--- config.mk ---
export PLATFORM = sky130hd
export DESIGN_NAME = sync_word_frame_extractor_flat
export DESIGN_NICKNAME = d
export VERILOG_FILES = /design/src/hw/rtl/swfe_pkg.sv /design/src/hw/rtl/swfe_if.sv /design/src/hw/rtl/sync_word_frame_extractor.sv /design/src/hw/rtl/swfe_cfg.sv /design/src/hw/rtl/swfe_core.sv /design/src/hw/rtl/swfe_out.sv /design/src/flat_wrapper.sv
export SDC_FILE = /design/constraint.sdc
export NUM_CORES = 1
export LEC_CHECK = 0
export BUFFER_PORTS_ARGS = -buffer_cell sky130_fd_sc_hd__buf_2
export CAP_MARGIN = 20
export CORE_MARGIN = 10
export CORE_UTILIZATION = 60
export CTS_BUF_LIST = sky130_fd_sc_hd__clkbuf_8
export DETAILED_ROUTE_END_ITERATION = 7
export MAX_ROUTING_LAYER = met4
export PLACE_DENSITY_LB_ADDON = 0.1
export SLEW_MARGIN = 20
export SYNTH_ARGS = -nofsm -noshare
export SYNTH_HDL_FRONTEND = slang
export SYNTH_SLANG_ARGS = --single-unit
--- constraint.sdc ---
create_clock -name i_clk -period 9.2 [get_ports i_clk]
set_clock_uncertainty 0.2 [all_clocks]
set_input_delay 1.84 -clock i_clk [delete_from_list [all_inputs] [get_ports i_clk]]
set_output_delay 1.84 -clock i_clk [all_outputs]
set_load 0.05 [all_outputs]
--- src/hw/rtl/swfe_pkg.sv ---
// Shared types and constants for the sync word frame extractor.
package swfe_pkg;

    localparam int unsigned SYMBOL_W   = 8;
    localparam int unsigned FRAME_W    = 16;
    localparam int unsigned SYNC_LEN_W = 7;
    localparam int unsigned BPS_W      = 4;
    localparam int unsigned HISTORY_W  = 64;
    localparam int unsigned CFG_DATA_W = 64;
    localparam int unsigned CFG_IDX_W  = 2;
    localparam int unsigned PROD_W     = SYNC_LEN_W + BPS_W;

    localparam logic [FRAME_W-1:0]    FRAME_LENGTH_RST = 16'd480;
    localparam logic [SYNC_LEN_W-1:0] SYNC_LENGTH_RST  = 7'd20;
    localparam logic [BPS_W-1:0]      BPS_RST          = 4'd2;
    localparam logic [HISTORY_W-1:0]  SYNC_PATTERN_RST = 64'd0;

    // Configuration register indexes.
    typedef enum logic [CFG_IDX_W-1:0] {
        CFG_FRAME_LENGTH    = 2'd0,
        CFG_SYNC_LENGTH     = 2'd1,
        CFG_BITS_PER_SYMBOL = 2'd2,
        CFG_SYNC_PATTERN    = 2'd3
    } t_cfg_idx;

    typedef struct packed {
        logic [FRAME_W-1:0]    frame_length;
        logic [SYNC_LEN_W-1:0] sync_length;
        logic [BPS_W-1:0]      bits_per_symbol;
        logic [HISTORY_W-1:0]  sync_pattern;
    } t_cfg;

    // One result beat handed from the frame logic to the output register.
    typedef struct packed {
        logic                valid;
        logic [SYMBOL_W-1:0] symbol;
    } t_beat;

endpackage

--- src/hw/rtl/swfe_if.sv ---
// Stream interfaces for the symbol input and output channels.
interface swfe_in_if;
    logic                          valid;
    logic                          ready;
    logic [swfe_pkg::SYMBOL_W-1:0] in_symbol;

    modport source (output valid, output in_symbol, input ready);
    modport sink   (input valid, input in_symbol, output ready);
endinterface

interface swfe_out_if;
    logic                          valid;
    logic                          ready;
    logic [swfe_pkg::SYMBOL_W-1:0] out_symbol;

    modport source (output valid, output out_symbol, input ready);
    modport sink   (input valid, input out_symbol, output ready);
endinterface

--- src/hw/rtl/sync_word_frame_extractor.sv ---
// Top level of the sync word frame extractor.
//
// Symbol bytes arrive as beats on i_sym; frame payload bytes leave as beats
// on o_sym. While hunting, each beat is checked against the sync pattern:
// the history of past symbols is masked to sync_length*bits_per_symbol bits
// and compared; a miss shifts the symbol's low bits into the history and
// gives no output, a hit passes the byte on and arms a frame count of
// frame_length-1. Payload bytes then pass through until sync_length counts
// remain, and those last symbols are gathered silently for the next check.
// Configuration is written via i_cfg_we/i_cfg_idx/i_cfg_data while idle; the
// user must keep to that, the block does not enforce it. Throughput is one
// beat per cycle unless output stalls: one frame state update per symbol.
// An output beat shows in the cycle after its input beat. The only buffer is
// the output register; i_sym.ready falls while a held beat is stalled. Reset
// clears the history and count and restores the default register values.
module sync_word_frame_extractor #(
    parameter int unsigned COUNT_BITS = 16
) (
    input  logic                            i_clk,
    input  logic                            i_rst_n,
    input  logic                            i_cfg_we,
    input  logic [swfe_pkg::CFG_IDX_W-1:0]  i_cfg_idx,
    input  logic [swfe_pkg::CFG_DATA_W-1:0] i_cfg_data,
    swfe_in_if.sink                         i_sym,
    swfe_out_if.source                      o_sym
);

    swfe_pkg::t_cfg  cfg;
    swfe_pkg::t_beat beat;
    logic            space;
    logic            accept;

    swfe_cfg u_cfg (
        .i_clk      (i_clk),
        .i_rst_n    (i_rst_n),
        .i_cfg_we   (i_cfg_we),
        .i_cfg_idx  (swfe_pkg::t_cfg_idx'(i_cfg_idx)),
        .i_cfg_data (i_cfg_data),
        .o_cfg      (cfg)
    );

    // Input beats are taken whenever the output register can absorb a result.
    assign i_sym.ready = space;
    assign accept      = i_sym.valid && space;

    swfe_core #(
        .COUNT_BITS (COUNT_BITS)
    ) u_core (
        .i_clk    (i_clk),
        .i_rst_n  (i_rst_n),
        .i_accept (accept),
        .i_symbol (i_sym.in_symbol),
        .i_cfg    (cfg),
        .o_beat   (beat)
    );

    swfe_out u_out (
        .i_clk   (i_clk),
        .i_rst_n (i_rst_n),
        .i_beat  (beat),
        .o_space (space),
        .o_sym   (o_sym)
    );

`ifndef NO_ASSERTIONS
    // A result produced by an accepted beat is visible on the next cycle.
    a_result_shown: assert property (@(posedge i_clk) disable iff (!i_rst_n)
        beat.valid |=> o_sym.valid)
        else $error("result beat not presented after acceptance");

    // The core only produces results for accepted beats.
    a_result_needs_accept: assert property (@(posedge i_clk) disable iff (!i_rst_n)
        beat.valid |-> accept)
        else $error("result beat without an accepted input");

    // Input back-pressure only while a held result is stalled.
    a_ready_only_stall: assert property (@(posedge i_clk) disable iff (!i_rst_n)
        !i_sym.ready |-> (o_sym.valid && !o_sym.ready))
        else $error("input stalled without a stalled output");

    // Nothing is presented in the cycle after a reset edge.
    a_empty_after_reset: assert property (@(posedge i_clk)
        !i_rst_n |=> !o_sym.valid)
        else $error("output valid right after reset");
`endif

endmodule

--- src/hw/rtl/swfe_cfg.sv ---
// Configuration register bank of the sync word frame extractor.
module swfe_cfg (
    input  logic                            i_clk,
    input  logic                            i_rst_n,
    input  logic                            i_cfg_we,
    input  swfe_pkg::t_cfg_idx              i_cfg_idx,
    input  logic [swfe_pkg::CFG_DATA_W-1:0] i_cfg_data,
    output swfe_pkg::t_cfg                  o_cfg
);

    swfe_pkg::t_cfg r_cfg;

    always_ff @(posedge i_clk) begin
        if (!i_rst_n) begin
            r_cfg.frame_length    <= swfe_pkg::FRAME_LENGTH_RST;
            r_cfg.sync_length     <= swfe_pkg::SYNC_LENGTH_RST;
            r_cfg.bits_per_symbol <= swfe_pkg::BPS_RST;
            r_cfg.sync_pattern    <= swfe_pkg::SYNC_PATTERN_RST;
        end else if (i_cfg_we) begin
            unique case (i_cfg_idx)
                swfe_pkg::CFG_FRAME_LENGTH: begin
                    r_cfg.frame_length <= i_cfg_data[swfe_pkg::FRAME_W-1:0];
                end
                swfe_pkg::CFG_SYNC_LENGTH: begin
                    r_cfg.sync_length <= i_cfg_data[swfe_pkg::SYNC_LEN_W-1:0];
                end
                swfe_pkg::CFG_BITS_PER_SYMBOL: begin
                    r_cfg.bits_per_symbol <= i_cfg_data[swfe_pkg::BPS_W-1:0];
                end
                swfe_pkg::CFG_SYNC_PATTERN: begin
                    r_cfg.sync_pattern <= i_cfg_data[swfe_pkg::HISTORY_W-1:0];
                end
            endcase
        end
    end

    assign o_cfg = r_cfg;

endmodule

--- src/hw/rtl/swfe_core.sv ---
// Frame state: symbol history, remaining count and the per-beat decision.
module swfe_core #(
    parameter int unsigned COUNT_BITS = 16
) (
    input  logic                          i_clk,
    input  logic                          i_rst_n,
    input  logic                          i_accept,
    input  logic [swfe_pkg::SYMBOL_W-1:0] i_symbol,
    input  swfe_pkg::t_cfg                i_cfg,
    output swfe_pkg::t_beat               o_beat
);

    localparam int unsigned LOAD_W = (COUNT_BITS > swfe_pkg::FRAME_W) ?
                                     COUNT_BITS : swfe_pkg::FRAME_W;

    logic [swfe_pkg::HISTORY_W-1:0] r_history, n_history;
    logic [COUNT_BITS-1:0]          r_count, n_count;

    logic [swfe_pkg::PROD_W-1:0]    mask_bits;
    logic [swfe_pkg::HISTORY_W-1:0] cmp_mask;
    logic                           sync_hit;
    logic [swfe_pkg::SYMBOL_W-1:0]  sym_mask;
    logic [swfe_pkg::HISTORY_W-1:0] shifted;
    logic [swfe_pkg::FRAME_W-1:0]   frame_m1;
    logic [LOAD_W-1:0]              load_wide;
    logic [LOAD_W-1:0]              count_max_wide;
    logic [COUNT_BITS-1:0]          load_val;
    logic                           in_payload;
    logic                           in_gather;

    // Compare mask: low sync_length*bits_per_symbol bits, all ones from 64 up.
    always_comb begin
        mask_bits = swfe_pkg::PROD_W'(i_cfg.sync_length) *
                    swfe_pkg::PROD_W'(i_cfg.bits_per_symbol);
        if (mask_bits >= swfe_pkg::PROD_W'(swfe_pkg::HISTORY_W)) begin
            cmp_mask = '1;
        end else begin
            cmp_mask = (swfe_pkg::HISTORY_W'(1) << mask_bits[5:0]) -
                       swfe_pkg::HISTORY_W'(1);
        end
        sync_hit = ((r_history & cmp_mask) == i_cfg.sync_pattern);
    end

    // Symbol bits shifted into the history; eight or more keeps the whole byte.
    always_comb begin
        if (i_cfg.bits_per_symbol >= swfe_pkg::BPS_W'(swfe_pkg::SYMBOL_W)) begin
            sym_mask = '1;
        end else begin
            sym_mask = swfe_pkg::SYMBOL_W'((9'd1 << i_cfg.bits_per_symbol) - 9'd1);
        end
        shifted = (r_history << i_cfg.bits_per_symbol) |
                  swfe_pkg::HISTORY_W'(i_symbol & sym_mask);
    end

    // Counter load: frame_length minus one, a zero length counts as one,
    // saturated at the counter's maximum.
    always_comb begin
        frame_m1       = (i_cfg.frame_length == '0) ? '0 :
                         i_cfg.frame_length - swfe_pkg::FRAME_W'(1);
        load_wide      = LOAD_W'(frame_m1);
        count_max_wide = LOAD_W'({COUNT_BITS{1'b1}});
        if (load_wide > count_max_wide) begin
            load_val = COUNT_BITS'(count_max_wide);
        end else begin
            load_val = COUNT_BITS'(load_wide);
        end
    end

    assign in_payload = (r_count > COUNT_BITS'(i_cfg.sync_length));
    assign in_gather  = (r_count != '0);

    always_comb begin
        n_history     = r_history;
        n_count       = r_count;
        o_beat.valid  = 1'b0;
        o_beat.symbol = i_symbol;
        if (i_accept) begin
            priority if (in_payload) begin
                o_beat.valid = 1'b1;
                n_count      = r_count - COUNT_BITS'(1);
            end else if (in_gather) begin
                n_history = shifted;
                n_count   = r_count - COUNT_BITS'(1);
            end else if (!sync_hit) begin
                n_history = shifted;
            end else begin
                o_beat.valid = 1'b1;
                n_count      = load_val;
            end
        end
    end

    always_ff @(posedge i_clk) begin
        if (!i_rst_n) begin
            r_history <= '0;
            r_count   <= '0;
        end else begin
            r_history <= n_history;
            r_count   <= n_count;
        end
    end

endmodule

--- src/hw/rtl/swfe_out.sv ---
// Output register that holds one result beat until the receiver takes it.
module swfe_out (
    input  logic               i_clk,
    input  logic               i_rst_n,
    input  swfe_pkg::t_beat    i_beat,
    output logic               o_space,
    swfe_out_if.source         o_sym
);

    logic                          r_valid;
    logic [swfe_pkg::SYMBOL_W-1:0] r_symbol;

    // Room for a new beat when empty or when the held beat leaves this cycle.
    assign o_space = !r_valid || o_sym.ready;

    always_ff @(posedge i_clk) begin
        if (!i_rst_n) begin
            r_valid <= 1'b0;
        end else if (o_space) begin
            r_valid <= i_beat.valid;
        end
    end

    always_ff @(posedge i_clk) begin
        if (o_space && i_beat.valid) begin
            r_symbol <= i_beat.symbol;
        end
    end

    assign o_sym.valid      = r_valid;
    assign o_sym.out_symbol = r_symbol;

endmodule

--- src/flat_wrapper.sv ---
// flat-port wrapper written by rule: the top's interface ports become plain ports
module sync_word_frame_extractor_flat 
#(
    parameter int unsigned COUNT_BITS = 16
)
  (i_clk, i_rst_n, i_cfg_we, i_cfg_idx, i_cfg_data, i_sym_valid, i_sym_in_symbol, i_sym_ready, o_sym_valid, o_sym_out_symbol, o_sym_ready);
  swfe_in_if i_sym_i ();
  swfe_out_if o_sym_i ();
  input  logic i_clk;
  input  logic i_rst_n;
  input  logic i_cfg_we;
  input  logic [swfe_pkg::CFG_IDX_W-1:0] i_cfg_idx;
  input  logic [swfe_pkg::CFG_DATA_W-1:0] i_cfg_data;
  input wire logic [$bits(i_sym_i.valid)-1:0] i_sym_valid;
  input wire logic [$bits(i_sym_i.in_symbol)-1:0] i_sym_in_symbol;
  output wire logic [$bits(i_sym_i.ready)-1:0] i_sym_ready;
  output wire logic [$bits(o_sym_i.valid)-1:0] o_sym_valid;
  output wire logic [$bits(o_sym_i.out_symbol)-1:0] o_sym_out_symbol;
  input wire logic [$bits(o_sym_i.ready)-1:0] o_sym_ready;
  assign i_sym_i.valid = i_sym_valid;
  assign i_sym_i.in_symbol = i_sym_in_symbol;
  assign i_sym_ready = i_sym_i.ready;
  assign o_sym_valid = o_sym_i.valid;
  assign o_sym_out_symbol = o_sym_i.out_symbol;
  assign o_sym_i.ready = o_sym_ready;
  sync_word_frame_extractor #(.COUNT_BITS(COUNT_BITS)) u_core (.i_clk(i_clk), .i_rst_n(i_rst_n), .i_cfg_we(i_cfg_we), .i_cfg_idx(i_cfg_idx), .i_cfg_data(i_cfg_data), .i_sym(i_sym_i), .o_sym(o_sym_i));
endmodule
**Word-level counts from Yosys, hierarchy flattened**

Index checks and enable logic that the tools add are counted.

- Input port bits: 79
- Logic and storage cells: 56
- Output and inout port bits: 10
- Bits in registers: 180

- Multiplexer cells: 13
- Bitwise logic cells: 4
- Add/sub/neg operators: 4
- Multiply operators: 1
- Shift operators: 3
- Order comparisons: 4
- Eq/ne operators: 5
- Reduce and logical (&&, ||, !) cells: 14

Operators with widths:

| operator | number |
|---|---|
| 64-bit 2-to-1 mux | 3 |
| 16-bit 2-to-1 mux | 5 |
| 64-bit bitwise AND | 1 |
| 64-bit == test | 1 |
| 64-bit by 8-bit bitwise OR with 64-bit output | 1 |
| 1-bit by 6-bit << shifter with 64-bit output, first input constant | 1 |
| 64-bit by 4-bit << shifter with 64-bit output | 1 |
| 64-bit by 2-bit subtractor with 64-bit output, second input constant | 1 |
| 16-bit by 1-bit subtractor with 16-bit output, second input constant | 2 |
| 16-bit greater-than comparator, second input constant | 1 |
| 16-bit by 7-bit greater-than comparator with 1-bit output | 1 |
| 16-bit zero test | 1 |
| 16-bit nonzero test | 1 |
| 11-bit by 7-bit >= comparator with 1-bit output, second input constant | 1 |
| 7-bit by 4-bit multiplier with 11-bit output | 1 |
| 2-bit AND reduction | 5 |
| 8-bit bitwise AND | 1 |
| 8-bit 2-to-1 mux | 1 |
| 1-bit by 4-bit << shifter with 8-bit output, first input constant | 1 |
| 8-bit by 1-bit subtractor with 8-bit output, second input constant | 1 |
| 2-bit == test, second input constant | 2 |
| 4-bit >= comparator, second input constant | 1 |
| 1-bit 2-to-1 mux | 4 |
| 3-bit AND reduction | 1 |
| other kinds (8) | 9 |

**Depth between registers and ports, before layout**

Gate-level depths: netlist of run 1.

- Word-level depth: 11
- Gate-level depth with buffers: 32
- Mapped depth without buffers: 23

**Hierarchy**

From an unflattened synthesis of run 1, not the netlist that was laid out.

- Cell total of the unflattened synthesis: 2,055
- Area, all modules: 15,931.5 µm²

Modules (own cells, without submodules):

| module | sequential area each (µm²) | instances | cells each | area an instance (µm²) |
|---|---|---|---|---|
| swfe_core | 1,601.5 | 1 | 1,666 | 11,991.5 |
| swfe_cfg | 1,821.7 | 1 | 375 | 3,636.0 |
| swfe_out | 260.2 | 1 | 13 | 297.8 |
| sync_word_frame_extractor | 0.0 | 1 | 1 | 6.3 |

**Worst setup path after synthesis of run 1**

OpenSTA, ideal clock, no wires.

- Path kind: reg-to-reg
- Start: register u_core.u_cfg.r_cfg (netlist bit u_core.u_cfg.o_cfg[64])
- End: register u_core.u_out.r_symbol (netlist bit u_core.u_out.o_sym.out_symbol[0]), enable pin
- Required time: 8,625 ps
- Path buffers: 9
- Stages on the path, launching flop included: 30
- Arrival time: 7,692 ps
- Path slack: 933 ps
- Library setup time: 375 ps
- Period minus slack after synthesis: 8,267 ps
- Path through: dfxtp_1 -> clkbuf_1 -> clkbuf_1 -> buf_1 -> clkbuf_1 -> clkbuf_1 -> nand2_1 -> fa_1 -> inv_1 -> fa_1 -> buf_2 -> nand4_1 -> a21boi_1 -> nand2_1 -> clkbuf_1 -> nand2_1 -> ha_1 -> clkinv_1 -> a21oi_1 -> a31oi_1 -> nor3_1 -> mux2i_1 -> o22ai_1 -> or4_1 -> nor4_1 -> nand4_1 -> or4_1 -> buf_2 -> buf_2 -> a21oi_1

- Cells in the longest elaborated chain, start to end: 11
- Elaborated cells between the ends (all ways): 12
- Classes of those cells: add/sub (1); mul (1); order compare (1); eq/ne (1); shift (1); mux (5); bitwise (1); reduce/logical (1)

Ends and longest elaborated chain:

| item | RTL line | text |
|---|---|---|
| start: declaration | swfe_cfg.sv:11 | `swfe_pkg::t_cfg r_cfg;` |
| 7-bit by 4-bit multiplier with 11-bit output (*) | swfe_core.sv:33 | `mask_bits = swfe_pkg::PROD_W'(i_cfg.sync_length) *` |
| 1-bit by 6-bit << shifter with 64-bit output | swfe_core.sv:38 | `cmp_mask = (swfe_pkg::HISTORY_W'(1) << mask_bits[5:0]) -` |
| 64-bit by 2-bit subtractor with 64-bit output | swfe_core.sv:38 |  |
| 64-bit 2-to-1 mux (*) | swfe_core.sv:35 | `if (mask_bits >= swfe_pkg::PROD_W'(swfe_pkg::HISTORY_W)) begin` |
| 64-bit bitwise AND (*) | swfe_core.sv:41 | `sync_hit = ((r_history & cmp_mask) == i_cfg.sync_pattern);` |
| 64-bit == test (*) | swfe_core.sv:41 |  |
| 1-bit 2-to-1 mux (*) | swfe_core.sv:84 | `end else if (!sync_hit) begin` |
| 1-bit 2-to-1 mux (*) | swfe_core.sv:81 | `end else if (in_gather) begin` |
| 1-bit 2-to-1 mux (*) | swfe_core.sv:78 | `priority if (in_payload) begin` |
| 1-bit 2-to-1 mux (*) | swfe_core.sv:77 | `if (i_accept) begin` |
| 1-bit logical AND (*) | swfe_out.sv:25 | `if (o_space && i_beat.valid) begin` |
| end signal: assignment | swfe_out.sv:26 | `r_symbol <= i_beat.symbol;` |
| end: declaration | swfe_out.sv:11 | `logic [swfe_pkg::SYMBOL_W-1:0] r_symbol;` |

Mark *: on every way between the ends. The rest lies on a longest branch, timed or not.
A chain may end at the register's enable or synchronous reset.

**Worst setup path after layout of run 1**

- Start: register u_core.u_cfg.r_cfg (netlist bit u_core.u_cfg.o_cfg[68])
- End: register u_core.u_out.r_symbol (netlist bit u_core.u_out.o_sym.out_symbol[7]), enable pin

- Cells in the longest elaborated chain, start to end: 11
- Elaborated cells between the ends (all ways): 13
- Classes of those cells: add/sub (1); mul (1); order compare (2); eq/ne (1); shift (1); mux (5); bitwise (1); reduce/logical (1)

Ends and longest elaborated chain:

| item | RTL line |
|---|---|
| 7-bit by 4-bit multiplier with 11-bit output | swfe_core.sv:33 |
| 1-bit by 6-bit << shifter with 64-bit output | swfe_core.sv:38 |
| 64-bit by 2-bit subtractor with 64-bit output | swfe_core.sv:38 |
| 64-bit 2-to-1 mux | swfe_core.sv:35 |
| 64-bit bitwise AND | swfe_core.sv:41 |
| 64-bit == test | swfe_core.sv:41 |
| 1-bit 2-to-1 mux | swfe_core.sv:84 |
| 1-bit 2-to-1 mux | swfe_core.sv:81 |
| 1-bit 2-to-1 mux (*) | swfe_core.sv:78 |
| 1-bit 2-to-1 mux (*) | swfe_core.sv:77 |
| 1-bit logical AND (*) | swfe_out.sv:25 |

Marks and branches as above.

==> flow_summary.yaml, run 1 <==
run_status:
  status: "complete, no violations"
floorplan:
  dieArea_um2: 32200
  initial_utilization: 0.607
  fp.dieW_um: 179
  die-height_um: 179
  io_pins: 89
  core_area_um2: 25100
  rows: 58
logic_synthesis:
  synth_top_family_by_area: "compound AO/OA/AOI/OAI gates"
  synth.area.top_cells: "dfxtp_1, mux4_2, nand2_1, a21oi_1, mux2i_1"
  synth_compound_area_frac: 0.244
  avgSynthCellArea_um2: 7.63
  synth-edff-count: 8
  yosys_warnings: 0
  syn_inst: 2000
  yosysSeqAreaShare: 0.241
  synth_top_area_frac: 0.226
  syn_nets: 2115
  synthXorXnorAreaFrac: 0.0161
  synth-simple-area-share: 0.240
  yosys.cell_types.count: 90
  synthAdderAreaFrac: 0.0351
  synth-main-ff-cell: "dfxtp_1"
  synth.area.mux_share: 0.161
  ys_seq_elements: 180
  synth_top_area_cell: "dfxtp_1"
  syn_area_um2: 15300
  async_flop_share: 0
cts:
  postCtsResizedCells: 0
  clk_pin_slew_ns: 0.14
  htree_levels: 4
  clk_path_buf_depth: 2
  clockRootBuffer: "clkbuf_8"
  clk_latency_ns: 0.51
  tritoncts: "yes"
  numCtsBuffers: 17
  cts_setup_buffers: 0
  postCtsHoldBufs: 0
  cts_num_sinks: 180
global_routing:
  grt_pass1_wl_um: 99600
  antenna_found_initial: 3
  grt_max_degree: 86
  grtUsageTotal: 0.405
  grt_pass1_vias: 16178
  grt_overflow: 0
cells_and_area:
  regArea_um2: 3700
  fill_cells: 2135
  multi_input_comb_area_um2: 10600
  fin_util: 0.646
  instances_no_fill: 2340
  area_growth_pct: 6.31
  layout-drive-gt1-share: 0.135
  num-nets-final: 2109
timing:
  period_share: 0.894
  rsz0062_at_grt: "false"
  fin_ws_ns: 0.971
  worst_slew_pin_slew_ns: 1.09
  maxSlewViolCount: 0
  slew_headroom: 0.267
  fmax_mhz: 122
  hold_viol: 0
  timing.setup.tns_ns: 0
  finalCriticalPeriod_ns: 8.23
  setup_viol: 0
worst_setup_path:
  cp-start-kind: "flop"
  crit_path_cell_trace: "nand2_1 > fa_1 > fa_1 > inv_1 > fa_1 > nand4_1 > a21boi_1 > nand2_1 > nand2_1 > ha_1 > clkinv_1 > a21oi_1 > a31oi_1 > nor3_1 > mux2i_1 > o22ai_1 > or4_1 > nor4_1 > nand4_1 > buf_4 > or4_1 > a21oi_1"
  ff2ff_path_depth: 22
  critical-path-max-stage-delay_ns: 0.70
  cp_data_required_time_ns: 9.14
  r2r_start: "u_core.u_cfg.o_cfg[68]"
  arrival_ns: 8.17
  slowest_stage: "fa_1"
  reg2reg_slack_ns: 0.97
  crit_fanout: 18
  critical_path_class: "flop to flop"
  reg2reg_to: "u_core.u_out.o_sym.out_symbol[7]"
  crit_path_end_kind: "flop"
power_and_ir_drop:
  powerDensity_nw_per_um2: 187
  ir_worst_vdd_uv: 397
  power_leakage_uw: 0.00575
placed_design:
  dp_hpwl_um: 50100
  numPlacedInstances: 2305
  portBuffers: 88
  gp_congestion: 1.15
  pre_cts_ws_ns: 1.09
drt:
  ant_nets: 0
  drt_iter0_drc: 3437
  wl_um: 66800
  firstDrtPassIters: 8
  drc: 0
  wl_per_cell_um: 28.5
  vias: 17316
  vias_per_cell: 7.40
min_path:
  worstHoldPathCells: 2
  min_to: "u_core.u_cfg.o_cfg[25]"
  min-delay-start: "u_core.u_cfg.o_cfg[25]"
  worstHoldPathType: "flop to flop"
run:
  max-cap-violations: 0
-- worst max-delay path by stage --
stage / start / to / slack [ns] / cells past startpoint
after floorplan: u_core.u_cfg.o_cfg[64] / u_core.u_out.o_sym.out_symbol[0] / 0.93 / 29
after global placement: u_core.u_cfg.o_cfg[66] / u_core.u_out.o_sym.out_symbol[1] / 1.40 / 24
after detailed placement: u_core.u_cfg.o_cfg[66] / u_core.u_out.o_sym.out_symbol[5] / 1.09 / 24
after global routing: u_core.u_cfg.o_cfg[68] / u_core.u_out.o_sym.out_symbol[7] / 0.45 / 22
final: u_core.u_cfg.o_cfg[68] / u_core.u_out.o_sym.out_symbol[7] / 0.97 / 22
after CTS: u_core.u_cfg.o_cfg[68] / u_core.u_out.o_sym.out_symbol[7] / 1.09 / 22
-- state kept, by name (all words and copies together), names as in the netlist --
register	flops
u_core.u_out.o_sym.valid	1
u_core.u_core.r_history	64
u_core.u_core.r_count	16
u_core.u_out.o_sym.out_symbol	8
u_core.u_cfg.o_cfg	91
-- cells by family (layout without fill, tap and decap cells) --
kind of cell	after synthesis	in the layout
xor+xnor	28	28
mux	163	163
simple gates	770	770
other cells	0	3
compound gates	584	584
buf+inv	238	245
fa+ha+maj	37	37
flops	180	180
-- area by class of cell --
| cell class | instances | area share |
|---|---|---|
| clock buffer | 17 | 0.0144 |
| timing repair buffer | 126 | 0.0448 |
| sequential | 180 | 0.228 |
| clock inverter | 15 | 0.0106 |
| tap | 330 | 0.0255 |
| multi-input combinational | 1582 | 0.656 |
| inverter | 87 | 0.0203 |
| antenna | 3 | 0.000463 |
-- cell usage in the layout, fill, tap and decap left out, drive strengths merged, types with 10 or more instances in the layout --
| master | synthesis | routed |
|---|---|---|
| a211oi | 39 | 39 |
| a21oi | 206 | 206 |
| a31oi | 21 | 21 |
| and2 | 16 | 16 |
| buf | 53 | 126 |
| clkbuf | 98 | 17 |
| dfxtp | 172 | 172 |
| fa | 10 | 10 |
| ha | 26 | 26 |
| inv | 85 | 94 |
| mux2 | 15 | 15 |
| mux2i | 84 | 84 |
| mux4 | 64 | 64 |
| nand2 | 326 | 326 |
| nand2b | 47 | 47 |
| nand3 | 86 | 86 |
| nand4 | 30 | 30 |
| nor2 | 116 | 116 |
| nor2b | 40 | 40 |
| nor3 | 34 | 34 |
| nor4 | 18 | 18 |
| o2111ai | 12 | 12 |
| o211ai | 23 | 23 |
| o21a | 11 | 11 |
| o21ai | 119 | 119 |
| o22ai | 31 | 31 |
| o31ai | 18 | 18 |
| or3 | 18 | 18 |
| xnor2 | 15 | 15 |
| xor2 | 13 | 13 |
-- stage by stage --
step | hold slack, ns | total power [uW] | cell area, um^2
CTS | 0.280 | 2950 | 16200
floorplan | 0.236 | 1920 | 15300
global placement | 0.246 | 2320 | 15800
detailed placement | 0.262 | 2370 | 15800
finish | 0.274 | 3030 | 16200
global route | 0.297 | 3130 | 16200
-- power by group --
group / total, uW / internal, uW / switching (uW)
clock: 596 / 210 / 386
combinational: 1440 / 457 / 984
sequential: 997 / 876 / 120
-- synth_stat cells (6+ instances only) --
master and instances:
nand2_1 326, a21oi_1 206, dfxtp_1 172, nor2_1 115, o21ai_0 114, clkbuf_1 98
nand3_1 86, inv_1 85, mux2i_1 84, mux4_2 64, nand2b_1 47, nor2b_1 40
a211oi_1 31, o22ai_1 31, nand4_1 30, nor3_1 30, buf_2 27, ha_1 26
o211ai_1 23, a31oi_1 21, buf_1 21, or3_1 18, o31ai_1 17, and2_1 16
nor4_1 16, mux2_2 15, xnor2_1 15, xor2_1 13, o2111ai_1 12, o21a_1 11
fa_1 10, a22oi_1 8, and3_1 8, edfxtp_1 8, or4_1 8, a211oi_2 7
a311oi_1 7, a21boi_0 6, a21o_1 6, a221oi_1 6, a222oi_1 6, o311ai_0 6
-- worst max-delay path: cells and delay by family, from the launching register on --
family	cells	cell delay, ns
AND/OR/NAND/NOR	9	2.82
adder cells (fa/ha/maj)	4	1.96
AO/OA/AOI/OAI	5	1.46
flip-flops	1	0.57
buffers and inverters	3	0.50
multiplexers	1	0.33
-- routing by layer --
metal	track usage	share of wire
met3	0.103	0.14
met1	0.483	0.35
met2	0.609	0.44
met4	0.241	0.073
met5	-	0
(Power assumes the default switching activity.)
==> run 2: changes to the inputs <==
--- a/config.mk
+++ b/config.mk
@@ -8,11 +8,11 @@
 export BUFFER_PORTS_ARGS = -buffer_cell sky130_fd_sc_hd__buf_2
 export CAP_MARGIN = 20
 export CORE_MARGIN = 10
-export CORE_UTILIZATION = 60
+export CORE_UTILIZATION = 30
 export CTS_BUF_LIST = sky130_fd_sc_hd__clkbuf_8
 export DETAILED_ROUTE_END_ITERATION = 7
 export MAX_ROUTING_LAYER = met4
-export PLACE_DENSITY_LB_ADDON = 0.1
+export PLACE_DENSITY = 0.48
 export SLEW_MARGIN = 20
 export SYNTH_ARGS = -nofsm -noshare
 export SYNTH_HDL_FRONTEND = slang
==> run 2 against run 1 <==
Against the previous run:
- combinational power about the same
- wire length increased by 15%
- total power decreased by 0.26%
- sequential share of layout area decreased by 0.71 points
- sequential power about the same
- critical path depth increased by 2
- critical endpoint is now u_core.u_out.o_sym.out_symbol[3]
==> flow_summary.yaml, run 2 (same netlist as run 1, synthesis figures left out) <==
run_status:
  status: "complete, no violations"
run:
  max-cap-violations: 0
cts:
  cts_setup_buffers: 0
  cts_num_sinks: 180
  clk_path_buf_depth: 2
  clk_pin_slew_ns: 0.12
  tritoncts: "yes"
  clockRootBuffer: "clkbuf_8"
  htree_levels: 4
  postCtsHoldBufs: 0
  postCtsResizedCells: 0
  clk_latency_ns: 0.54
  numCtsBuffers: 17
cells_and_area:
  layout-drive-gt1-share: 0.143
  fin_util: 0.334
  area_growth_pct: 9.71
  regArea_um2: 3700
  num-nets-final: 2123
  mostFrequentLayoutCells: "nand2_1, a21oi_1, dfxtp_1, nor2_1, o21ai_0"
  multi_input_comb_area_um2: 10600
  final_common_cell: "nand2_1"
  fill_cells: 5371
  final_area_um2: 16700
  largest_reg_flops: 91
worst_setup_path:
  r2r_start: "u_core.u_cfg.o_cfg[70]"
  ff2ff_path_depth: 24
  critical_path_class: "flop to flop"
  crit_fanout: 21
  reg2reg_to: "u_core.u_out.o_sym.out_symbol[3]"
  arrival_ns: 8.13
  cp-start-kind: "flop"
  crit_path_end_kind: "flop"
  cp_data_required_time_ns: 9.24
  reg2reg_slack_ns: 1.11
floorplan:
  dieArea_um2: 60300
  fp.dieW_um: 245
  rows: 82
  core_area_um2: 50200
  io_pins: 89
  die-height_um: 245
  initial_utilization: 0.304
timing:
  timing.setup.tns_ns: 0
  setup_viol: 0
  hold_viol: 0
  maxSlewViolCount: 0
  slew_headroom: 0.226
  worst_slew_pin_slew_ns: 1.13
  rsz0062_at_grt: "false"
  fmax_mhz: 124
  holdWs_ns: 0.264
  finalCriticalPeriod_ns: 8.09
  period_share: 0.879
placed_design:
  place_area_um2: 16300
  gp_congestion: 1.05
  portBuffers: 88
  dp_hpwl_um: 59900
global_routing:
  grtUsageTotal: 0.255
  grt_pass1_vias: 15843
  grt_max_degree: 84
  grt_pass1_wl_um: 111000
  grt_overflow: 0
  antenna_found_initial: 4
power_and_ir_drop:
  switching_share: 0.493
  ir_worst_vdd_uv: 189
  powerDensity_nw_per_um2: 181
  clock_power_share: 0.183
  power.switching_uw: 1490
  pwr-share-seq: 0.335
  p_int_uw: 1530
  power.share.combinational: 0.483
  power_leakage_uw: 0.00581
  finalPower_uw: 3030
min_path:
  min-delay-start: "u_core.u_cfg.o_cfg[45]"
  min_to: "u_core.u_cfg.o_cfg[45]"
  worstHoldPathType: "flop to flop"
  worstHoldPathCells: 2
drt:
  drt_iter0_drc: 1886
  vias_per_cell: 6.01
  vias: 16192
  firstDrtPassIters: 7
  wl_um: 76600
  wl_per_cell_um: 28.4
  ant_nets: 0
  drc: 0
-- run 2: cell types whose count changed in the layout (fill, tap and decap cells not counted), sizes merged --
cell,previous run,this run
clkinvlp,1,2
buf,126,140
clkinv,7,6
-- run 2: worst max-delay path by stage --
stage | start | end
after floorplan | u_core.u_cfg.o_cfg[64] | u_core.u_out.o_sym.out_symbol[0]
after detailed placement | u_core.u_cfg.o_cfg[71] | u_core.u_out.o_sym.out_symbol[2]
final | u_core.u_cfg.o_cfg[70] | u_core.u_out.o_sym.out_symbol[3]
after CTS | u_core.u_cfg.o_cfg[71] | u_core.u_out.o_sym.out_symbol[2]
after global placement | u_core.u_cfg.o_cfg[71] | u_core.u_out.o_sym.out_symbol[6]
after global routing | u_core.u_cfg.o_cfg[71] | u_core.u_out.o_sym.out_symbol[5]
-- run 2: worst max-delay path, cell delays in order, from the launching register on --
cell      delay, ns
dfxtp_1        0.44
nand2_1        0.11
fa_1           0.52
fa_1           0.58
inv_1          0.05
ha_1           0.69
xnor2_1        0.16
a21boi_1       0.46
nand2_1        0.36
nand2_1        0.18
ha_1           0.19
clkinv_1       0.26
a21oi_1        0.21
a31oi_1        0.13
or3_1          0.57
o21ai_0        0.23
buf_4          0.18
o311ai_0       0.11
or4_1          0.42
nor4_1         0.31
nand4_1        0.15
buf_4          0.18
or4_2          0.68
a21oi_1        0.20
buf_4          0.19
-- run 2: final cells by class --
class / count / share of cell area
Antenna cell: 3 / 0.000449
Clock buffer: 17 / 0.0140
Clock inverter: 15 / 0.00867
Inverter: 87 / 0.0197
Multi-Input combinational cell: 1582 / 0.636
Sequential cell: 180 / 0.221
Tap cell: 672 / 0.0502
Timing Repair Buffer: 140 / 0.0496
-- run 2: routing by layer --
layer  up-vias  GRT usage  share of wire
met1      8101      0.332           0.45
met3       124     0.0352          0.056
met5         -          -              0
met2       602      0.394           0.46
met4         0      0.102          0.041
li1       7365          -              -
-- run 2: per-stage QoR --
| stage | instances | worst slack [ns] |
|---|---|---|
| after detailed placement | 2661 | 1.23 |
| after global routing | 2696 | 0.547 |
| after global placement | 2661 | 1.31 |
| final | 2696 | 1.11 |
| after CTS | 2693 | 1.18 |
| after floorplan | 2000 | 0.933 |
-- run 2: power by group through the flow --
stage	combinational (uW)	sequential (uW)	clock, uW
2_1_floorplan	919	1000	0
3_3_place_gp	1440	1030	0
3_5_place_dp	1440	1030	0
4_1_cts	1450	1010	570
5_1_grt	1570	1020	592
6_report	1460	1010	553
